===== config.mk =====
export PLATFORM = sky130hd
export DESIGN_NAME = kv_cache_slot_indexer
export DESIGN_NICKNAME = d
export VERILOG_FILES = /design/src/rtl/kvsi_pkg.sv /design/src/rtl/kvsi_ctrl.sv /design/src/rtl/kvsi_datapath.sv /design/src/rtl/kv_cache_slot_indexer.sv
export SDC_FILE = /design/constraint.sdc
export NUM_CORES = 1
export LEC_CHECK = 0
export ABC_AREA = 1
export BUFFER_PORTS_ARGS = -buffer_cell sky130_fd_sc_hd__clkbuf_2
export CORE_MARGIN = 3
export CORE_UTILIZATION = 45
export CTS_CLUSTER_DIAMETER = 50
export DETAILED_ROUTE_END_ITERATION = 12
export GPL_TIMING_DRIVEN = 0
export PLACE_DENSITY = 0.68
export SLEW_MARGIN = 40
export SYNTH_ARGS = -nofsm -noshare
export SYNTH_HDL_FRONTEND = slang
export SYNTH_SLANG_ARGS = --single-unit

===== constraint.sdc =====
create_clock -name clk -period 4 [get_ports clk]
set_clock_uncertainty 0.2 [all_clocks]
set_input_delay 0.8 -clock clk [delete_from_list [all_inputs] [get_ports clk]]
set_output_delay 0.8 -clock clk [all_outputs]
set_load 0.01 [all_outputs]

===== src/rtl/kvsi_pkg.sv =====
package kvsi_pkg;

    // field widths
    localparam int POS_W   = 24;
    localparam int ROOM_W  = 7;
    localparam int WIN_W   = 6;
    localparam int RATIO_W = 13;
    localparam int CAP_W   = 6;
    localparam int SLOT_W  = 6;
    localparam int CNT_W   = 7;
    localparam int CFG_IDX_W  = 2;
    localparam int CFG_DATA_W = 13;

    // parameter defaults
    localparam int MAX_WINDOW_DEF     = 32;
    localparam int MAX_COMPRESSED_DEF = 32;
    localparam int POSITION_BITS_DEF  = 24;

    // list room saturates here
    localparam logic [ROOM_W-1:0] ROOM_MAX = 7'd64;

    // request types
    localparam logic [1:0] REQ_WIN_PUT  = 2'd0;
    localparam logic [1:0] REQ_COMP_PUT = 2'd1;
    localparam logic [1:0] REQ_LIST     = 2'd2;

    // result status codes
    localparam logic [1:0] STS_OK           = 2'd0;
    localparam logic [1:0] STS_NOT_BOUNDARY = 2'd1;
    localparam logic [1:0] STS_BEYOND_CAP   = 2'd2;
    localparam logic [1:0] STS_ROOM_SMALL   = 2'd3;

    // configuration register indexes
    localparam logic [CFG_IDX_W-1:0] CFG_WINDOW_SLOTS     = 2'd0;
    localparam logic [CFG_IDX_W-1:0] CFG_COMPRESS_RATIO   = 2'd1;
    localparam logic [CFG_IDX_W-1:0] CFG_COMPRESSED_SLOTS = 2'd2;

    typedef struct packed {
        logic [1:0]        req_type;
        logic [POS_W-1:0]  position;
        logic [ROOM_W-1:0] room;
    } req_item_t;

    typedef struct packed {
        logic [1:0]        status;
        logic [SLOT_W-1:0] slot_index;
        logic              slot_empty;
        logic [CNT_W-1:0]  entry_count;
        logic              last;
    } rsp_item_t;

    // controller to datapath
    typedef struct packed {
        logic capture;
        logic div_start;
        logic div_win;
        logic list_init;
        logic emit;
    } ctrl_cmd_t;

    // datapath to controller
    typedef struct packed {
        logic       div_done;
        logic       out_free;
        logic       single;
        logic       list_last;
        logic [1:0] req_type;
    } dp_status_t;

endpackage


===== src/rtl/kvsi_ctrl.sv =====
module kvsi_ctrl (
    input  logic                   clk,
    input  logic                   rst_n,
    input  logic                   req_valid,
    input  logic [1:0]             req_type,
    output logic                   req_stall,
    output kvsi_pkg::ctrl_cmd_t    cmd,
    input  kvsi_pkg::dp_status_t   sts
);

    typedef enum logic [2:0] {
        ST_IDLE,
        ST_DIV_RATIO,
        ST_DIV_WIN,
        ST_DECIDE,
        ST_EMIT_ONE,
        ST_LIST
    } state_t;

    state_t state_reg;
    state_t state_next;

    // one item at a time
    assign req_stall = (state_reg != ST_IDLE);

    // next state and commands
    always_comb
    begin
        state_next = state_reg;
        cmd        = '0;
        unique case (state_reg)
            ST_IDLE:
            begin
                if (req_valid)
                begin
                    cmd.capture = 1'b1;
                    case (req_type) inside
                        kvsi_pkg::REQ_WIN_PUT:
                        begin
                            cmd.div_start = 1'b1;
                            cmd.div_win   = 1'b1;
                            state_next    = ST_DIV_WIN;
                        end
                        kvsi_pkg::REQ_COMP_PUT, kvsi_pkg::REQ_LIST:
                        begin
                            cmd.div_start = 1'b1;
                            state_next    = ST_DIV_RATIO;
                        end
                        default:
                        begin
                            state_next = ST_IDLE;
                        end
                    endcase
                end
            end
            ST_DIV_RATIO:
            begin
                if (sts.div_done)
                begin
                    if (sts.req_type == kvsi_pkg::REQ_LIST)
                    begin
                        cmd.div_start = 1'b1;
                        cmd.div_win   = 1'b1;
                        state_next    = ST_DIV_WIN;
                    end
                    else
                    begin
                        state_next = ST_DECIDE;
                    end
                end
            end
            ST_DIV_WIN:
            begin
                if (sts.div_done)
                begin
                    state_next = ST_DECIDE;
                end
            end
            ST_DECIDE:
            begin
                if (sts.single)
                begin
                    state_next = ST_EMIT_ONE;
                end
                else
                begin
                    cmd.list_init = 1'b1;
                    state_next    = ST_LIST;
                end
            end
            ST_EMIT_ONE:
            begin
                if (sts.out_free)
                begin
                    cmd.emit   = 1'b1;
                    state_next = ST_IDLE;
                end
            end
            ST_LIST:
            begin
                if (sts.out_free)
                begin
                    cmd.emit = 1'b1;
                    if (sts.list_last)
                    begin
                        state_next = ST_IDLE;
                    end
                end
            end
            default:
            begin
                state_next = ST_IDLE;
            end
        endcase
    end

    // state register
    always_ff @(posedge clk or negedge rst_n)
    begin
        if (!rst_n)
        begin
            state_reg <= ST_IDLE;
        end
        else
        begin
            state_reg <= state_next;
        end
    end

endmodule


===== src/rtl/kvsi_datapath.sv =====
module kvsi_datapath #(
    parameter int POSITION_BITS = kvsi_pkg::POSITION_BITS_DEF
) (
    input  logic                              clk,
    input  logic                              rst_n,
    input  kvsi_pkg::req_item_t               req,
    input  kvsi_pkg::ctrl_cmd_t               cmd,
    output kvsi_pkg::dp_status_t              sts,
    input  logic [kvsi_pkg::WIN_W-1:0]        win_slots,
    input  logic [kvsi_pkg::RATIO_W-1:0]      ratio,
    input  logic [kvsi_pkg::CAP_W-1:0]        cap,
    output logic                              rsp_valid,
    input  logic                              rsp_stall,
    output kvsi_pkg::rsp_item_t               rsp
);

    localparam int PW = (POSITION_BITS < kvsi_pkg::POS_W) ? POSITION_BITS : kvsi_pkg::POS_W;
    localparam int DW = PW + 1;
    localparam int CW = $clog2(DW);
    localparam int RW = kvsi_pkg::RATIO_W;

    // captured request
    logic [1:0]                  req_type_reg;
    logic [DW-1:0]               next_reg;
    logic [kvsi_pkg::ROOM_W-1:0] room_reg;
    logic [DW-1:0]               next_in;
    logic [kvsi_pkg::ROOM_W-1:0] room_sat;

    // divider
    logic          div_run_reg;
    logic [CW-1:0] cnt_reg;
    logic          sel_win_reg;
    logic [RW-1:0] dvsr_reg;
    logic [RW-1:0] rem_reg;
    logic [DW-1:0] quo_reg;
    logic [RW:0]   div_trial;
    logic [RW:0]   div_diff;
    logic          div_ge;
    logic [RW-1:0] rem_step;
    logic [DW-1:0] quo_step;
    logic          div_last;

    // division results
    logic                       rzero_reg;
    logic                       over_reg;
    logic [kvsi_pkg::CAP_W-1:0] filled_reg;
    logic [kvsi_pkg::WIN_W-1:0] wrem_reg;

    // list walk
    logic [kvsi_pkg::CNT_W-1:0]  k_reg;
    logic [kvsi_pkg::WIN_W-1:0]  ring_reg;
    logic [kvsi_pkg::CNT_W-1:0]  total;
    logic                        room_short;
    logic                        single;
    logic                        short_win;
    logic                        in_win;
    logic                        used;
    logic                        list_last;
    logic [kvsi_pkg::WIN_W-1:0]  ring_inc;

    // output register
    logic                rsp_valid_reg;
    kvsi_pkg::rsp_item_t rsp_reg;
    kvsi_pkg::rsp_item_t rsp_next;
    logic                out_free;
    logic [kvsi_pkg::CNT_W-1:0] put_slot;

    // incoming item: masked position plus one, saturated room
    assign next_in  = {1'b0, req.position[PW-1:0]} + DW'(1);
    assign room_sat = (req.room > kvsi_pkg::ROOM_MAX) ? kvsi_pkg::ROOM_MAX : req.room;

    // restoring divider step, one quotient bit per cycle
    assign div_trial = {rem_reg, quo_reg[DW-1]};
    assign div_diff  = div_trial - {1'b0, dvsr_reg};
    assign div_ge    = (div_trial >= {1'b0, dvsr_reg});
    assign rem_step  = div_ge ? div_diff[RW-1:0] : div_trial[RW-1:0];
    assign quo_step  = {quo_reg[DW-2:0], div_ge};
    assign div_last  = div_run_reg && (cnt_reg == CW'(DW - 1));

    // list bookkeeping
    assign total      = {1'b0, win_slots} + {1'b0, filled_reg};
    assign room_short = (room_reg < total);
    assign single     = (req_type_reg != kvsi_pkg::REQ_LIST) || over_reg || room_short;
    assign short_win  = (next_reg < DW'(win_slots));
    assign in_win     = (k_reg < {1'b0, win_slots});
    assign used       = (DW'(k_reg) < next_reg);
    assign list_last  = ((k_reg + 7'd1) == total);
    assign ring_inc   = (ring_reg == (win_slots - 6'd1)) ? '0 : (ring_reg + 6'd1);
    assign out_free   = !rsp_valid_reg || !rsp_stall;

    // compressed put slot, window plus slot number
    assign put_slot = {1'b0, win_slots} + {1'b0, filled_reg} - 7'd1;

    // result item being loaded
    always_comb
    begin
        rsp_next             = '0;
        rsp_next.last        = 1'b1;
        if (single)
        begin
            case (req_type_reg)
                kvsi_pkg::REQ_WIN_PUT:
                begin
                    rsp_next.status     = kvsi_pkg::STS_OK;
                    rsp_next.slot_index = (wrem_reg == '0) ? (win_slots - 6'd1)
                                                           : (wrem_reg - 6'd1);
                end
                kvsi_pkg::REQ_COMP_PUT:
                begin
                    if (!rzero_reg)
                    begin
                        rsp_next.status = kvsi_pkg::STS_NOT_BOUNDARY;
                    end
                    else if (over_reg)
                    begin
                        rsp_next.status = kvsi_pkg::STS_BEYOND_CAP;
                    end
                    else
                    begin
                        rsp_next.status     = kvsi_pkg::STS_OK;
                        rsp_next.slot_index = put_slot[kvsi_pkg::SLOT_W-1:0];
                    end
                end
                default:
                begin
                    rsp_next.status = over_reg ? kvsi_pkg::STS_BEYOND_CAP
                                               : kvsi_pkg::STS_ROOM_SMALL;
                end
            endcase
        end
        else
        begin
            rsp_next.status      = kvsi_pkg::STS_OK;
            rsp_next.entry_count = total;
            rsp_next.last        = list_last;
            if (in_win && short_win)
            begin
                rsp_next.slot_index = used ? k_reg[kvsi_pkg::SLOT_W-1:0] : '0;
                rsp_next.slot_empty = !used;
            end
            else if (in_win)
            begin
                rsp_next.slot_index = ring_reg;
            end
            else
            begin
                rsp_next.slot_index = k_reg[kvsi_pkg::SLOT_W-1:0];
            end
        end
    end

    // control registers
    always_ff @(posedge clk or negedge rst_n)
    begin
        if (!rst_n)
        begin
            div_run_reg   <= 1'b0;
            cnt_reg       <= '0;
            rsp_valid_reg <= 1'b0;
        end
        else
        begin
            if (cmd.div_start)
            begin
                div_run_reg <= 1'b1;
                cnt_reg     <= '0;
            end
            else if (div_run_reg)
            begin
                cnt_reg <= cnt_reg + CW'(1);
                if (div_last)
                begin
                    div_run_reg <= 1'b0;
                end
            end
            if (cmd.emit)
            begin
                rsp_valid_reg <= 1'b1;
            end
            else if (!rsp_stall)
            begin
                rsp_valid_reg <= 1'b0;
            end
        end
    end

    // payload registers
    always_ff @(posedge clk)
    begin
        // request capture
        if (cmd.capture)
        begin
            req_type_reg <= req.req_type;
            next_reg     <= next_in;
            room_reg     <= room_sat;
        end
        // divider load and step
        if (cmd.div_start)
        begin
            sel_win_reg <= cmd.div_win;
            dvsr_reg    <= cmd.div_win ? RW'(win_slots) : ratio;
            rem_reg     <= '0;
            quo_reg     <= cmd.capture ? next_in : next_reg;
        end
        else if (div_run_reg)
        begin
            rem_reg <= rem_step;
            quo_reg <= quo_step;
        end
        // keep results of the finished division
        if (div_last)
        begin
            if (sel_win_reg)
            begin
                wrem_reg <= rem_step[kvsi_pkg::WIN_W-1:0];
            end
            else
            begin
                rzero_reg  <= (rem_step == '0);
                over_reg   <= (quo_step > DW'(cap));
                filled_reg <= quo_step[kvsi_pkg::CAP_W-1:0];
            end
        end
        // list walk
        if (cmd.list_init)
        begin
            k_reg    <= '0;
            ring_reg <= wrem_reg;
        end
        else if (cmd.emit)
        begin
            k_reg <= k_reg + 7'd1;
            if (in_win)
            begin
                ring_reg <= ring_inc;
            end
        end
        if (cmd.emit)
        begin
            rsp_reg <= rsp_next;
        end
    end

    assign sts.div_done  = div_last;
    assign sts.out_free  = out_free;
    assign sts.single    = single;
    assign sts.list_last = list_last;
    assign sts.req_type  = req_type_reg;

    assign rsp_valid = rsp_valid_reg;
    assign rsp       = rsp_reg;

endmodule


===== src/rtl/kv_cache_slot_indexer.sv =====
// channel | direction | handshake          | payload
// req     | in        | req_valid/req_stall | kvsi_pkg::req_item_t
// rsp     | out       | rsp_valid/rsp_stall | kvsi_pkg::rsp_item_t
// cfg     | in        | cfg_wr_en           | cfg_index, cfg_data
//
// one item at a time; a shared restoring divider gives one bit per cycle
// over min(POSITION_BITS, 24)+1 steps (25 at the default width)
// a put gives a single result; a list gives one entry per slot (up to 64),
// a rejected list a single error item
// the next item is taken once the final result sits in the output register
// rsp_stall holds the output register and the list walk; reset is async, low
module kv_cache_slot_indexer #(
    parameter int MAX_WINDOW     = kvsi_pkg::MAX_WINDOW_DEF,
    parameter int MAX_COMPRESSED = kvsi_pkg::MAX_COMPRESSED_DEF,
    parameter int POSITION_BITS  = kvsi_pkg::POSITION_BITS_DEF
) (
    input  logic                                clk,
    input  logic                                rst_n,
    input  logic                                req_valid,
    output logic                                req_stall,
    input  kvsi_pkg::req_item_t                 req,
    output logic                                rsp_valid,
    input  logic                                rsp_stall,
    output kvsi_pkg::rsp_item_t                 rsp,
    input  logic                                cfg_wr_en,
    input  logic [kvsi_pkg::CFG_IDX_W-1:0]      cfg_index,
    input  logic [kvsi_pkg::CFG_DATA_W-1:0]     cfg_data
);

    logic [kvsi_pkg::WIN_W-1:0]   win_slots_reg;
    logic [kvsi_pkg::RATIO_W-1:0] ratio_reg;
    logic [kvsi_pkg::CAP_W-1:0]   cap_reg;
    logic [kvsi_pkg::WIN_W-1:0]   eff_win;
    logic [kvsi_pkg::RATIO_W-1:0] eff_ratio;
    logic [kvsi_pkg::CAP_W-1:0]   eff_cap;

    kvsi_pkg::ctrl_cmd_t  cmd;
    kvsi_pkg::dp_status_t sts;

    // configuration registers
    always_ff @(posedge clk or negedge rst_n)
    begin
        if (!rst_n)
        begin
            win_slots_reg <= 6'd32;
            ratio_reg     <= 13'd4;
            cap_reg       <= 6'd32;
        end
        else if (cfg_wr_en)
        begin
            unique case (cfg_index)
                kvsi_pkg::CFG_WINDOW_SLOTS:
                begin
                    win_slots_reg <= cfg_data[kvsi_pkg::WIN_W-1:0];
                end
                kvsi_pkg::CFG_COMPRESS_RATIO:
                begin
                    ratio_reg <= cfg_data[kvsi_pkg::RATIO_W-1:0];
                end
                kvsi_pkg::CFG_COMPRESSED_SLOTS:
                begin
                    cap_reg <= cfg_data[kvsi_pkg::CAP_W-1:0];
                end
                default:
                begin
                end
            endcase
        end
    end

    // clamp registers into their working range
    always_comb
    begin
        if (win_slots_reg == '0)
        begin
            eff_win = 6'd1;
        end
        else if (win_slots_reg > kvsi_pkg::WIN_W'(MAX_WINDOW))
        begin
            eff_win = kvsi_pkg::WIN_W'(MAX_WINDOW);
        end
        else
        begin
            eff_win = win_slots_reg;
        end
        if (cap_reg == '0)
        begin
            eff_cap = 6'd1;
        end
        else if (cap_reg > kvsi_pkg::CAP_W'(MAX_COMPRESSED))
        begin
            eff_cap = kvsi_pkg::CAP_W'(MAX_COMPRESSED);
        end
        else
        begin
            eff_cap = cap_reg;
        end
        eff_ratio = (ratio_reg == '0) ? 13'd1 : ratio_reg;
    end

    kvsi_ctrl u_ctrl (
        .clk       (clk),
        .rst_n     (rst_n),
        .req_valid (req_valid),
        .req_type  (req.req_type),
        .req_stall (req_stall),
        .cmd       (cmd),
        .sts       (sts)
    );

    kvsi_datapath #(
        .POSITION_BITS (POSITION_BITS)
    ) u_datapath (
        .clk       (clk),
        .rst_n     (rst_n),
        .req       (req),
        .cmd       (cmd),
        .sts       (sts),
        .win_slots (eff_win),
        .ratio     (eff_ratio),
        .cap       (eff_cap),
        .rsp_valid (rsp_valid),
        .rsp_stall (rsp_stall),
        .rsp       (rsp)
    );

    // a real request keeps the input side busy on the next cycle
    assert property (@(posedge clk) disable iff (!rst_n)
        (req_valid && !req_stall && (req.req_type == kvsi_pkg::REQ_WIN_PUT ||
         req.req_type == kvsi_pkg::REQ_COMP_PUT || req.req_type == kvsi_pkg::REQ_LIST))
        |=> req_stall)
        else $error("request accepted without going busy");

    // error results stand alone
    assert property (@(posedge clk) disable iff (!rst_n)
        (rsp_valid && rsp.status != kvsi_pkg::STS_OK)
        |-> (rsp.last && rsp.entry_count == '0 && rsp.slot_index == '0))
        else $error("error item is not a single closing item");

    // empty window slots carry slot zero inside a list
    assert property (@(posedge clk) disable iff (!rst_n)
        (rsp_valid && rsp.slot_empty)
        |-> (rsp.slot_index == '0 && rsp.entry_count != '0))
        else $error("empty slot item malformed");

endmodule


==> impl_metrics.csv <==
group,metric,value,unit
job,drv_cap,0,
synth,yosys.area.top_type_share,0.248,
worst_setup_path,end_kind,"flop",
synth,syn_area,10300,um^2
cts,cts_tree,"built",
layout,nNetsFinal,1555,
placed_design,pre_cts_ws,-0.549,ns
layout,final_common_cell,"nand2_1",
layout,final_area,11700,um^2
worst_setup_path,critPathMaxFanout,10,
sta,fmax,261,MHz
cts,cts.path.max_buffers,2,
drt,drt_wl_total,25800,um
grt,grt_pass1_vias,8319,
floorplanning,die_y,157,um
sta,layout_min_cycle_time,3.84,ns
grt,antenna_found_initial,0,
synth,netlist_instances,1347,
synth,synth-seq-cells,165,
floorplanning,coreArea,22200,um^2
drt,viasPerCell,5.19,
placed_design,portBuffers,71,
synth,synth_area_leader_cell,"edfxtp_1",
layout,nFillCells,2102,
floorplanning,io-pin-count,72,
cts,cts_buffers,17,
pwr,power,8.36,mW
layout,ff_latch_area,4330,um^2
floorplanning,start_util,0.465,
layout,area_delta_synth_final,13.7,%
synth,ys.flop_type,"edfxtp_1",
outcome,status,"finished, final reports clean",
worst_setup_path,critPathLaunchType,"flop",
drt,drt_pass1_iterations,5,
drt,vias,9010,
drt,route.detailed.drc,0,
sta,report.final.slew_viol_count,0,
floorplanning,die_area,24800,um^2
synth,yosysUniqueCellTypes,55,
placed_design,globalplace.congestion,0.945,
placed_design,placed_area,11000,um^2
synth,synth_warnings,0,
placed_design,hpwl,20300,um
synth,syn-num-nets,1458,
pwr,ir_worst_vdd,0.440,mV
grt,grt_max_degree,36,
sta,fin_ws,0.163,ns
synth,synth_edf_count,85,
cts,clk_pin_slew,0.08,ns
floorplanning,die_w,157,um
drt,first_iter_violations,587,
grt,grt.total_usage,0.211,
grt,grt_pass1_wl,41800,um
synth,postSynthAreaPerCell,7.65,um^2
floorplanning,rows,54,
sta,fin_crit_sh,0.959,
worst_setup_path,arrival,3.74,ns
drt,ant_nets,0,
sta,setup_viol,0,
layout,antenna_cells,0,
cts,cts_sinks,165,
sta,rsz0062_at_grt,"false",
layout,final_cell_mix,"nand2_1, inv_1, nor2_1, edfxtp_1, nand3_1",
worst_setup_path,path_class,"flop to flop",
synth,synthTopCellsByArea,"edfxtp_1, nand2_1, dfxtp_1, dfrtp_1, ha_1",
cts,insertion_delay,0.44,ns
pwr,pwr_density_cell,713,nW/um^2
synth,ys_seq_area_frac,0.420,
pwr,p_leak,5.63,nW
sta,tightestPinTransition,0.684,ns
sta,relSlewSlack,0.541,
worst_setup_path,critPathRequiredTime,3.91,ns
sta,hold_viol,0,
grt,overflow,0,
cts,cts.root.buffer_cell,"clkbuf_16",
layout,layout-drive-gt1-share,0.142,
hold_path,hold_path.class,"input pin to async pin",
drt,wl_per_cell,14.8,um
synth,async_flop_share,0.212,
cts,htreeDepth,4,
layout,multiInputGateArea,5140,um^2
where the power goes:
part / internal [mW] / switching, mW / leakage [nW]
logic: 1.40 / 2.45 / 3.71
registers: 2.48 / 0.389 / 1.63
clock network: 0.847 / 0.797 / 0.296
total: 4.72 / 3.64 / 5.63
through the flow:
step | TNS [ns] | util | std cells | hold slack [ns]
after detailed placement | -11.30 | 0.497 | 1698 | 0.275
after global placement | -9.43 | 0.497 | 1698 | 0.269
after CTS | 0 | 0.526 | 1730 | 0.148
after floorplan | 0 | - | 1347 | 0.245
after global routing | 0 | 0.529 | 1737 | 0.168
final | 0 | 0.529 | 1737 | 0.144
critical path: stages (launching register included):
cell and delay [ns]:
dfstp_2 0.59, inv_2 0.12, nand4_1 0.13, nand2_2 0.14, ha_2 0.23, fa_2 0.60, inv_1 0.12, ha_1 0.29
nand2_1 0.04, o21ai_0 0.15, nand2_1 0.06, nand2_1 0.06, nand2_1 0.05, nand3_1 0.07, nand2_1 0.06, nand2_2 0.13
nand3_4 0.11, buf_12 0.19, o21ai_2 0.14
repair_timing:
item,4_1_cts,5_1_grt
pin swaps,0,2
endpoints found under the setup margin,37,14
resized for setup,5,4
hold buffers,0,0
setup buffers,0,7
gates cloned,0,0
worst paths after layout:
kind,endpoint,slack [ns],cells past startpoint,startpoint
hold / removal,ratio_reg[9],0.14,1,rst_n
hold reg to reg,u_datapath.next_reg[22],0.29,2,u_datapath.next_reg[22]
min in group clk,u_datapath.next_reg[22],0.29,2,u_datapath.next_reg[22]
setup reg to reg,u_datapath.ring_reg[1],0.16,18,win_slots_reg[5]
setup / recovery,u_datapath.ring_reg[1],0.16,18,win_slots_reg[5]
max in group asynchronous,ratio_reg[2],3.07,1,rst_n
synth_stat cells (5+ instances only):
cell type / count
nor3_1: 20
nand3_1: 79
xnor2_1: 13
edfxtp_1: 85
buf_2: 9
inv_2: 17
o21ai_1: 12
o22ai_1: 5
a31oi_1: 9
inv_1: 172
o21ai_2: 7
o21ai_0: 67
nand3b_1: 8
dfxtp_1: 45
nor2_2: 10
nand2_2: 15
ha_1: 56
o21a_1: 7
nor4_1: 9
nand2_1: 398
dfrtp_1: 32
a21oi_1: 36
nand4_1: 24
clkbuf_1: 10
nor2_1: 123
xor2_1: 24
area by class of cell:
type / count / share of cell area
Buffer: 26 / 0.0141
Clock buffer: 17 / 0.0363
Clock inverter: 15 / 0.0154
Inverter: 191 / 0.0614
Multi-Input combinational cell: 965 / 0.438
Sequential cell: 165 / 0.370
Tap cell: 280 / 0.0299
Timing Repair Buffer: 78 / 0.0350
layer usage:
metal / up-vias / GRT usage / share of wire
li1: 4592 / - / -
met1: 4157 / 0.299 / 0.47
met2: 240 / 0.339 / 0.47
met3: 21 / 0.0377 / 0.056
met4: 0 / 0.0475 / 0.011
met5: - / 0 / 0
cell families after synthesis:
| logic type | count (synthesis) | synth area share |
|---|---|---|
| and+or+nand+nor | 702 | 0.294 |
| buffers and inverters | 217 | 0.0848 |
| AOI/OAI and AO/OA | 168 | 0.0973 |
| DFF | 165 | 0.420 |
| adders and majority gates | 58 | 0.0718 |
| xor gates and xnor gates | 37 | 0.0314 |
No activity file was read; power rests on OpenSTA's default activity.
